**src/cvm_fifo.sv**
```systemverilog
module cvm_fifo #(
    parameter int WIDTH = 8,
    parameter int DEPTH = 4
) (
    input  logic             clk,
    input  logic             rst_n,
    input  logic             push,
    input  logic [WIDTH-1:0] wdata,
    output logic             room,
    input  logic             pop,
    output logic             avail,
    output logic [WIDTH-1:0] rdata
);

    localparam int AW = (DEPTH > 1) ? $clog2(DEPTH) : 1;

    logic [WIDTH-1:0] mem [DEPTH];
    logic [AW-1:0]    wr_reg, rd_reg;
    logic [AW:0]      count_reg;

    assign room  = count_reg != (AW + 1)'(DEPTH);
    assign avail = count_reg != '0;
    assign rdata = mem[rd_reg];

    always_ff @(posedge clk or negedge rst_n)
    begin
        if (!rst_n)
        begin
            wr_reg    <= '0;
            rd_reg    <= '0;
            count_reg <= '0;
        end
        else
        begin
            if (push)
                wr_reg <= (wr_reg == AW'(DEPTH - 1)) ? '0 : wr_reg + 1'b1;
            if (pop)
                rd_reg <= (rd_reg == AW'(DEPTH - 1)) ? '0 : rd_reg + 1'b1;
            if (push && !pop)
                count_reg <= count_reg + 1'b1;
            else if (pop && !push)
                count_reg <= count_reg - 1'b1;
        end
    end

    always_ff @(posedge clk)
    begin
        if (push)
            mem[wr_reg] <= wdata;
    end

endmodule

```
**config.mk**
```make
export PLATFORM = sky130hd
export DESIGN_NAME = cvm_fifo
export DESIGN_NICKNAME = d
export VERILOG_FILES = /design/src/cvm_fifo.sv
export SDC_FILE = /design/constraint.sdc
export NUM_CORES = 1
export LEC_CHECK = 0
export BUFFER_PORTS_ARGS = -buffer_cell sky130_fd_sc_hd__buf_2
export CORE_UTILIZATION = 59
export DETAILED_ROUTE_END_ITERATION = 8
export MAX_ROUTING_LAYER = met4
export PLACE_DENSITY = 0.82
export RECOVER_POWER = 25
export SLEW_MARGIN = 20
export SYNTH_ARGS = -nofsm -noshare
export SYNTH_HDL_FRONTEND = slang
export SYNTH_SLANG_ARGS = --single-unit
```
**constraint.sdc**
```tcl
create_clock -name clk -period 4.4 [get_ports clk]
set_clock_uncertainty 0.1 [all_clocks]
set_input_delay 0.22 -clock clk [delete_from_list [all_inputs] [get_ports clk]]
set_output_delay 0.22 -clock clk [all_outputs]
set_load 0.02 [all_outputs]
```
After elaboration in Yosys (flattened, before gate mapping)
Memory sizes are Yosys's and may differ from the RTL's.
Index checks and enable logic that the tools add are counted.
- memories: 1
- input port bits: 12
- output and inout bits: 10
- RAM bits: 32
- logic and storage cells: 23
- register bits after elaboration: 7
- equality and inequality tests: 3
- mux-type cells: 6
- $add $sub $neg: 4
- reductions and logical operators: 6
- memories (name ; words ; bits a word ; rd ports ; clocked after Yosys merged registers in ; write ports ; line ; source):
    mem ; 4 ; 8 ; 1 ; 0 ; 1 ; 17 ; logic [WIDTH-1:0] mem [DEPTH];
- operator list (kind ; number):
    $mux 3 ; 2
    $add 2x1->2 const B ; 2
    $eq 2x2->1 const B ; 2
    $mux 2 ; 2
    $add 3x1->3 const B ; 1
    $ne 3x3->1 const B ; 1
    $reduce_bool 3->1 ; 1
    $sub 3x1->3 const B ; 1
    $logic_and 1x1->1 ; 2
    $logic_not 1->1 ; 2
    $mux 1 ; 2
    $reduce_bool 2->1 ; 1

Depth between registers and ports, before layout
Gate-level depths: netlist (run 1).
- word-level depth: 4
- gate-level depth with buffers: 7
- gate-level depth less buffers: 7

Worst setup path after synthesis (run 1)
No wires, ideal clock.
- path kind: input to register
- start point: input pop
- end point: register count_reg[2]
- library setup time: 79 ps
- required time: 4221 ps
- arrival: 1249 ps
- cell stages on the path: 7
- path slack: 2972 ps
- path buffers: 0
- path through: inv_1 -> ha_1 -> inv_1 -> fa_1 -> xor2_1 -> nor2_1 -> xor2_1
- cells in the longest elaborated chain, start to end: 3
- elaborated cells on any way between the ends: 5
- those cells by class: mux (1); reduce/logical (4)
- RTL lines (item ; line ; source):
    from (decl) ; 10 ; input logic pop,
    $logic_not 1->1 ; 39 ; if (push && !pop)
    $logic_and 1x1->1 ; 39 ;
    $mux 3 or $reduce_bool 2->1 (tied branches) ; n/a ;
    to (signal assigned) ; 40 ; count_reg <= count_reg + 1'b1;
    to (signal assigned) ; 42 ; count_reg <= count_reg - 1'b1;
    to (decl) ; 19 ; logic [AW:0] count_reg;
Parallel ways exist; a longest one is shown, timed or not.
A chain may end at the register's enable or synchronous reset.

Worst setup path after layout (run 1)
- start point: register rd_reg[0]
- end point: output rdata[7]
- cells in the longest elaborated chain, start to end: 1
- RTL lines (item ; line ; source):
    from (decl) ; 18 ; logic [AW-1:0] wr_reg, rd_reg;
    from (signal assigned) ; 38 ; rd_reg <= (rd_reg == AW'(DEPTH - 1)) ? '0 : rd_reg + 1'b1;
    $mem_v2 4x8 ; n/a ;
    to (decl) ; 12 ; output logic [WIDTH-1:0] rdata
No other way between the ends.

==> results of run 1 <==
==> worst reg2reg max path, stage by stage, from the launching register on <==
cell and delay, ns:
dfrtp_1 0.44, inv_1 0.11, ha_1 0.16, and2_1 0.39
==> power breakdown <==
part,switching (W),total (W),internal (W)
Sequential,0.0000760,0.000560,0.000484
Combinational,0.000175,0.000338,0.000163
Clock,0.000117,0.000236,0.000120
Total,0.000368,0.00113,0.000767
==> kinds of logic after synthesis <==
family	share of synthesized area
AOI/OAI and AO/OA	0.0120
xor gates and xnor gates	0.0167
adders and majority gates	0.0606
buffers and inverters	0.0199
DFF	0.724
muxes	0.129
and+or+nand+nor	0.0375
==> metal layers <==
metal,vias up,GRT usage,share of wire
met5,-,-,0
met1,398,0.252,0.39
met2,23,0.375,0.55
met3,5,0.0678,0.044
met4,0,0.0526,0.011
li1,370,-,-
==> through the flow <==
stage | utilization | std cells | hold slack, ns
global placement | 0.678 | 129 | -0.0422
finish | 0.744 | 146 | 0.0512
floorplan | - | 80 | -0.176
detailed placement | 0.678 | 129 | -0.0370
CTS | 0.747 | 146 | 0.0376
global route | 0.744 | 146 | 0.0478
==> placed cells by master (no fill, tap or decap), types with 3 or more instances in the layout <==
master / netlist / routed
inv_1: 4 / 4
and2_1: 4 / 4
clkbuf_1: 0 / 6
buf_2: 1 / 15
dfrtp_1: 7 / 7
dlygate4sd3_1: 0 / 9
edfxtp_1: 32 / 32
mux4_2: 8 / 8
nor2_1: 3 / 3
nand2_1: 3 / 3
ha_1: 6 / 6
clkbuf_4: 0 / 5
==> cell type report <==
type	instances	area, µm²
sequential	39	1140
clock inverter	3	43.8
inverter	4	15.0
tap	30	37.5
multi-input combinational	35	402
clock buffer	5	37.5
timing repair buffer	30	188
fill	150	641
==> final timing paths <==
kind | slack, ns | cells past startpoint | endpoint
min in group asynchronous | 0.19 | 2 | count_reg[1]
worst max-delay path | 2.24 | 2 | rdata[7]
worst min register to register | 0.42 | 1 | count_reg[2]
worst max register to register | 2.86 | 3 | mem[2][0]
max in group asynchronous | 3.73 | 2 | rd_reg[0]
worst min-delay path | 0.05 | 2 | rd_reg[1]
==> results.tsv, run 1 <==
metric	value	unit
status	complete, no violations	
Worst Tran Pin Value	0.592	ns
I/O pin count	22	
Crit Path Class	reg -> out	
clock sinks	39	
Initial Util	0.628	
Final period util	0.491	
DRT Wirelength	2530	µm
core area	2500	µm²
GRT overflow	0	
vias per inst	5.45	
CTS Buf Count	5	
Post-CTS Setup Bufs	0	
initial antenna violation count	0	
post-layout minimum cycle time	2.16	ns
clk root buf	clkbuf_4	
routability-driven placement congestion ratio	0.664	
relative slew slack	0.605	
Initial DRC Count	23	
flip-flop and latch count after synthesis	39	
Syn. warnings	0	
max-cap violations	0	
vias in the first global route	847	
EDFF count, synth	32	
HP Start	pop	
via count	796	
r2r startpoint	wr_reg[0]	
Main synth FF type	edfxtp_1	
Distinct cells, synth	18	
first-pass GRT wire length	3890	µm
Largest delay share family, worst path	flip-flops	
Worst setup EP type	primary output	
post-detailed-placement cell area	1700	µm²
first drt pass iteration count	4	
cell row count	18	
layout net count	134	
# setup viols final	0	
die area	2870	µm²
DRC Markers	0	
later-pin clock latency in the skew report	0.33	ns
post-synth top area cell	edfxtp_1	
worst path cell trace	mux4_2 -> buf_2	
Synth area leaders	edfxtp_1, mux4_2, dfrtp_1, ha_1, and2_1	
CP required	4.08	ns
Leak	0.697	nW
post-synthesis sequential area ratio	0.724	
PD cells	610	nW/µm²
Avg WL per Cell	17.3	µm
setup TNS	0	ns
die width	53.6	µm
Die H	53.6	µm
dpl ws	2.59	ns
Worst path max stage delay	0.74	ns
top-count cell post-synth	edfxtp_1	
top-area cell type share of the netlist area	0.612	
Startpoint Class	flop	
unrepaired setup endpoints after global routing	false	
# diodes	0	
Port Buffers	21	
Final Max Tran Viols	0	
gr usage total	0.219	
maximum clock rate	463	MHz
deepest clock path buffer count	2	
Mean Syn Cell Area	19.6	µm²
post-synthesis async set-or-reset flop share	0.179	
Net Count, Synth	99	
Post-CTS Hold Buffers	9	
Layout area overhead	18.5	%
Worst Setup SP	rd_reg[0]	
endpoints failing hold	0	
share of layout cells above drive strength 1	0.293	
CP Max Fanout	11	
Synth Instances	80	
VDD IR-drop max	0.000511	V
max FFs per register	32	
final setup margin	2.24	ns
CTS tree	built	
Post-Layout Inst Area	1860	µm²
crit path buf inv count	1	
H-Tree Depth	2	
crit path DAT	1.84	ns
hpwl dp	1710	µm
Slowest cell on crit path	dfrtp_1	
post-detailed-route count of antenna-violating nets	0	
Hold Crit Class	in -> reg	
Commonest cells post-synth	edfxtp_1, mux4_2, dfrtp_1, ha_1	
clock slew at reported path FFs	0.12	ns
synthesized area	1570	µm²
largest net degree at the start of global routing	14	
Design Power	0.00113	W
PostCTS Resize Cnt	0	
(Power assumes the default switching activity.)
==> run 2, diff against run 1 <==
--- a/config.mk
+++ b/config.mk
@@ -5,11 +5,12 @@
 export SDC_FILE = /design/constraint.sdc
 export NUM_CORES = 1
 export LEC_CHECK = 0
+export ABC_AREA = 1
 export BUFFER_PORTS_ARGS = -buffer_cell sky130_fd_sc_hd__buf_2
-export CORE_UTILIZATION = 59
+export CORE_UTILIZATION = 56
 export DETAILED_ROUTE_END_ITERATION = 8
 export MAX_ROUTING_LAYER = met4
-export PLACE_DENSITY = 0.82
+export PLACE_DENSITY = 0.78
 export RECOVER_POWER = 25
 export SLEW_MARGIN = 20
 export SYNTH_ARGS = -nofsm -noshare
==> constraint.sdc (replaced) <==
create_clock -name clk -period 2.05 [get_ports clk]
set_clock_uncertainty 0.1 [all_clocks]
set_input_delay 0.1025 -clock clk [delete_from_list [all_inputs] [get_ports clk]]
set_output_delay 0.1025 -clock clk [all_outputs]
set_load 0.02 [all_outputs]
==> run 2 against run 1 <==
Against the previous run:
- the run now ends with design-rule violations left
- sequential cell count unchanged
- count of clock-buffer cells in the layout up 1
- sequential share of layout area down 3.7 points
- non-clock buffer count up 3
- global-route usage up 0.34 points
- cell count up 47%
- first-iteration DRC count up 130%
- via count up 40%
- largest cell class unchanged
==> results.tsv, run 2 <==
metric	value	unit	change
status	finished, violations left		was complete, no violations
failing checks	design-rule violations		
Slowest cell on crit path	dfrtp_1		unchanged
clk root buf	clkbuf_4		unchanged
post-synthesis async set-or-reset flop share	0.179		unchanged
Final period util	0.887		
commonest non-fill, non-tap cell in the layout	nand2_1		was edfxtp_1
CTS tree	built		unchanged
top-count cell post-synth	nand2_1		was edfxtp_1
final setup margin	0.232	ns	was 2.24 ns
setup TNS	0	ns	unchanged
Hold Crit Class	in -> reg		unchanged
largest net degree at the start of global routing	34		was 14
Crit path top cell by count	nand2_1		
Initial DRC Count	53		was 23
Mean Syn Cell Area	11.7	µm²	was 19.6 µm²
die width	57.3	µm	was 53.6 µm
vias in the first global route	1118		was 847
flip-flop and latch count after synthesis	39		unchanged
deepest clock path buffer count	2		unchanged
Startpoint Class	flop		unchanged
cell row count	19		was 18
PD cells	1220	nW/µm²	was 610 nW/µm²
routability-driven placement congestion ratio	0.716		was 0.664
unrepaired setup endpoints after global routing	false		unchanged
gr usage total	0.223		was 0.219
maximum clock rate	550	MHz	
endpoints failing hold	0		unchanged
post-synthesis sequential area ratio	0.663		was 0.724
Synth Instances	146		was 80
# setup viols final	0		unchanged
Commonest cells post-synth	nand2_1, edfxtp_1, inv_1, o211ai_1, dfrtp_1		was edfxtp_1, mux4_2, dfrtp_1, ha_1
VDD IR-drop max	0.000739	V	was 0.000511 V
first-pass GRT wire length	4920	µm	was 3890 µm
max FFs per register	32		unchanged
via count	1112		was 796
post-synth top area cell	edfxtp_1		unchanged
post-layout minimum cycle time	1.82	ns	
Layout area overhead	15.6	%	was 18.5%
CTS Buf Count	5		unchanged
EDFF count, synth	32		unchanged
Worst Tran Pin Value	0.506	ns	was 0.592 ns
non-filler cells, final	214		was 146
Avg WL per Cell	14.2	µm	was 17.3 µm
CP required	1.85	ns	was 4.08 ns
clock sinks	39		unchanged
post-detailed-route count of antenna-violating nets	0		unchanged
dpl ws	0.602	ns	was 2.59 ns
Main synth FF type	edfxtp_1		unchanged
first drt pass iteration count	6		was 4
initial antenna violation count	0		unchanged
CP Max Fanout	33		was 11
Synth area leaders	edfxtp_1, dfrtp_1, nand2_1, o211ai_1, inv_1		was edfxtp_1, mux4_2, dfrtp_1, ha_1, and2_1
DRC Markers	8		was 0
vias per inst	5.20		was 5.45
hpwl dp	2010	µm	was 1710 µm
I/O pin count	22		unchanged
crit path DAT	1.62	ns	was 1.84 ns
worst path cell trace	inv_2 -> nand2_1 -> o211ai_1 -> nand2_1 -> buf_2		was mux4_2 -> buf_2
Port Buffers	21		unchanged
Crit Path Class	reg -> out		unchanged
layout net count	201		was 134
share of layout cells above drive strength 1	0.131		was 0.293
# diodes	0		unchanged
Worst R2R Setup Slack	0.61	ns	was 2.86 ns
die area	3280	µm²	was 2870 µm²
synthesized area	1710	µm²	was 1570 µm²
Syn. warnings	0		unchanged
later-pin clock latency in the skew report	0.34	ns	was 0.33 ns
worst hold stages	2		unchanged
Worst setup EP type	primary output		unchanged
commonest non-fill, non-tap cells in the layout	nand2_1, edfxtp_1, inv_1, o211ai_1, buf_2		was edfxtp_1, buf_2, dlygate4sd3_1, mux4_2, dfrtp_1
cells on worst reg2reg path	4		was 3
relative slew slack	0.662		was 0.605
top-area cell type share of the netlist area	0.561		was 0.612
clock slew at reported path FFs	0.12	ns	about the same
worst hold slack	0.428	ns	was 0.0512 ns
GRT overflow	0		unchanged
Distinct cells, synth	17		was 18
max-cap violations	0		unchanged
Post-CTS Setup Bufs	0		unchanged
Net Count, Synth	165		was 99
Worst path max stage delay	0.42	ns	was 0.74 ns
Final Max Tran Viols	0		unchanged
Die H	57.3	µm	was 53.6 µm
dpl cells	194		was 129
Util after Layout	0.700		was 0.744
DRT Wirelength	3030	µm	was 2530 µm
H-Tree Depth	2		unchanged
Leak	0.881	nW	was 0.697 nW
Initial Util	0.605		was 0.628
core area	2830	µm²	was 2500 µm²
## run 2: power breakdown
group / switching (W) / internal, W / total (W)
Sequential: 0.000111 / 0.00104 / 0.00115
Clock: 0.000244 / 0.000132 / 0.000376
Combinational: 0.000597 / 0.000302 / 0.000898
## run 2: through the flow
| stage | power, W | area [µm²] |
|---|---|---|
| final | 0.00242 | 1980 |
| after global routing | 0.00259 | 1980 |
| after CTS | 0.00245 | 1990 |
| after detailed placement | 0.00206 | 1810 |
| after global placement | 0.00199 | 1810 |
| after floorplan | 0.00183 | 1710 |
## run 2: critical path, delay by kind of cell, from the launching register on
family | cells | cell delay [ns]
buf+inv | 2 | 0.55
compound gates | 1 | 0.11
simple gates | 2 | 0.19
flops | 1 | 0.42
## run 2: final timing paths
| check | to | from |
|---|---|---|
| max in group asynchronous | wr_reg[0] | rst_n |
| setup reg to reg | mem[1][4] | wr_reg[1] |
| min in group asynchronous | count_reg[0] | rst_n |
| hold / removal | mem[1][7] | wdata[7] |
| setup / recovery | rdata[5] | rd_reg[0] |
| hold reg to reg | count_reg[2] | count_reg[2] |
## run 2: layer usage
layer / GRT usage / vias up / wire length [µm]
met1: 0.246 / 520 / 1280
li1: - / 555 / -
met3: 0.0680 / 8 / 145
met5: - / - / 0
met4: 0.118 / 0 / 63
met2: 0.363 / 29 / 1540
## run 2: final cells by class
type	count	area (µm²)
flip-flops and latches	39	1140
fillers	204	850
multi-input cells	72	417
repair buffers	33	218
inverters	31	116
clock buffers	6	41.3
well taps	31	38.8
clock inverters	2	12.5
## run 2: cell families (layout without fill, tap and decap cells)
kind of cell / Yosys count / count (layout) / share of synthesized area
simple gates: 43 / 43 / 0.0979
compound gates: 21 / 21 / 0.0847
fa+ha+maj: 7 / 7 / 0.0555
flops: 39 / 39 / 0.663
xor+xnor: 1 / 1 / 0.00511
buf+inv: 35 / 72 / 0.0935
## run 2: what timing repair did
| item | CTS | global route |
|---|---|---|
| hold buffers | 12 | 0 |
| setup endpoints to repair | 0 | 0 |
| resized for setup | 0 | 0 |
| endpoints found under the hold margin | 43 | 0 |
==> run 3, diff against run 2 <==
--- a/config.mk
+++ b/config.mk
@@ -7,10 +7,10 @@
 export LEC_CHECK = 0
 export ABC_AREA = 1
 export BUFFER_PORTS_ARGS = -buffer_cell sky130_fd_sc_hd__buf_2
-export CORE_UTILIZATION = 56
+export CORE_UTILIZATION = 40
 export DETAILED_ROUTE_END_ITERATION = 8
+export GPL_TIMING_DRIVEN = 0
 export MAX_ROUTING_LAYER = met4
-export PLACE_DENSITY = 0.78
 export RECOVER_POWER = 25
 export SLEW_MARGIN = 20
 export SYNTH_ARGS = -nofsm -noshare
==> run 3 against run 2 <==
Against the previous run:
- the flow now finishes without violations
- power is 7.9% higher
- cell count increased by 9.8%
- die area increased by 39%
- clock power up 28%
- non-clock buffer count grew 2
- critical path depth grew 5
- largest cell class unchanged
- sequential cell count is the same
- hold slack lost 0.42 ns
- count of clock-buffer cells in the layout grew 1
- maximum frequency rose by 10%
==> results.tsv, run 3 (synthesis results as in run 2) <==
metric	value	unit	change
status	complete, no violations		was finished, violations left
first-pass GRT wire length	5140	µm	was 4920 µm
Worst Tran Pin Value	0.429	ns	was 0.506 ns
PD cells	1270	nW/µm²	was 1220 nW/µm²
Post-CTS Setup Bufs	0		unchanged
# diodes	0		unchanged
r2r startpoint	wr_reg[0]		was wr_reg[1]
Initial DRC Count	57		was 53
vias in the first global route	1125		was 1118
Layout area overhead	20.0	%	was 15.6%
Worst setup EP type	flop		was primary output
post-detailed-route count of antenna-violating nets	0		unchanged
Avg WL per Cell	13.3	µm	was 14.2 µm
clock slew at reported path FFs	0.07	ns	was 0.12 ns
Port Buffers	21		unchanged
layout net count	203		was 201
cells on worst reg2reg path	4		unchanged
VDD IR-drop max	0.000690	V	was 0.000739 V
R2R Path End	mem[0][2]		was mem[1][4]
commonest non-fill, non-tap cell in the layout	nand2_1		unchanged
CTS Buf Count	5		unchanged
Multi-input gate area	417	µm²	unchanged
commonest non-fill, non-tap cells in the layout	nand2_1, edfxtp_1, inv_1, o211ai_1, buf_2		unchanged
die width	67.4	µm	was 57.3 µm
max FFs per register	32		unchanged
hpwl dp	2150	µm	was 2010 µm
crit path DAT	1.73	ns	was 1.62 ns
post-detailed-placement cell area	1880	µm²	was 1810 µm²
deepest clock path buffer count	2		unchanged
largest net degree at the start of global routing	12		was 34
CP required	2.13	ns	was 1.85 ns
clk root buf	clkbuf_8		was clkbuf_4
core area	4060	µm²	was 2830 µm²
gr usage total	0.167		was 0.223
Post-CTS Hold Buffers	10		was 12
CTS tree	built		unchanged
Post-Layout Inst Area	2060	µm²	was 1980 µm²
Crit Path Class	in -> reg		was reg -> out
post-layout minimum cycle time	1.65	ns	was 1.82 ns
Worst setup endpoint	count_reg[2]		was rdata[5]
Final period util	0.804		was 0.887
die area	4550	µm²	was 3280 µm²
Hold Crit Class	in -> reg		unchanged
DRT Wirelength	3130	µm	was 3030 µm
maximum clock rate	606	MHz	was 550 MHz
first drt pass iteration count	4		was 6
relative slew slack	0.714		was 0.662
Design Power	0.00261	W	was 0.00242 W
unrepaired setup endpoints after global routing	false		unchanged
worst hold slack	0.00575	ns	was 0.428 ns
vias per inst	4.69		was 5.20
endpoints failing hold	0		unchanged
setup TNS	0	ns	unchanged
H-Tree Depth	2		unchanged
dpl cells	217		was 194
PostCTS Resize Cnt	0		unchanged
initial antenna violation count	0		unchanged
# setup viols final	0		unchanged
DRC Markers	0		was 8
Worst R2R Setup Slack	0.57	ns	was 0.61 ns
GRT overflow	0		unchanged
I/O pin count	22		unchanged
share of layout cells above drive strength 1	0.151		was 0.131
clock sinks	39		unchanged
Worst Setup SP	pop		was rd_reg[0]
CP Max Fanout	4		was 33
Leak	0.913	nW	was 0.881 nW
routability-driven placement congestion ratio	0.779		was 0.716
cell row count	23		was 19
fill count	359		was 204
Reg area	1140	µm²	unchanged
via count	1101		was 1112
Initial Util	0.422		was 0.605
max-cap violations	0		unchanged
later-pin clock latency in the skew report	0.28	ns	was 0.34 ns
non-filler cells, final	235		was 214
Die H	67.4	µm	was 57.3 µm
Final Max Tran Viols	0		unchanged
Startpoint Class	input port		was flop
run 3: cell count changes in the layout (fill, tap and decap cells not counted):
| cell | delta |
|---|---|
| buf_6 | +2 |
| clkbuf_8 | +6 |
| clkinvlp_4 | -1 |
| buf_4 | +1 |
| clkbuf_4 | -5 |
| dlygate4sd3_1 | -2 |
| buf_2 | +1 |
run 3: cell type report:
cell class / instances / share of cell area
inverters: 31 / 0.0566
plain buffers: 4 / 0.0213
well taps: 50 / 0.0304
repair buffers: 31 / 0.0968
clock inverters: 1 / 0.00243
flip-flops and latches: 39 / 0.553
multi-input cells: 72 / 0.203
clock buffers: 7 / 0.0371
run 3: power by group:
group / internal (W) / switching, W
Sequential: 0.00104 / 0.0000806
Combinational: 0.000359 / 0.000655
Clock: 0.000239 / 0.000243
run 3: critical path: stages:
cell	delay [ns]
dlygate4sd3_1	0.52
buf_2	0.14
inv_1	0.08
ha_1	0.16
inv_1	0.06
fa_1	0.38
nand2_1	0.10
nand3_1	0.08
nand2_1	0.06
nand2_1	0.04
run 3: routing by layer:
metal	routed length (µm)	vias up	track usage
li1	-	558	-
met3	75	4	0.0405
met4	30	0	0.0559
met5	0	-	-
met1	1400	522	0.194
met2	1620	17	0.283
run 3: worst min-delay path by stage:
stage | start | endpoint | cells after the start
floorplan | rst_n | count_reg[0] | 0
global placement | rst_n | count_reg[2] | 1
detailed placement | rst_n | count_reg[2] | 1
CTS | push | wr_reg[0] | 2
global route | push | wr_reg[0] | 2
finish | push | wr_reg[0] | 2
run 3: metrics by stage:
step | setup WS [ns] | util
final | 0.401 | 0.507
after global routing | 0.288 | 0.507
after CTS | 0.404 | 0.508
after detailed placement | 0.559 | 0.463
after global placement | 0.613 | 0.463
after floorplan | 0.761 | -
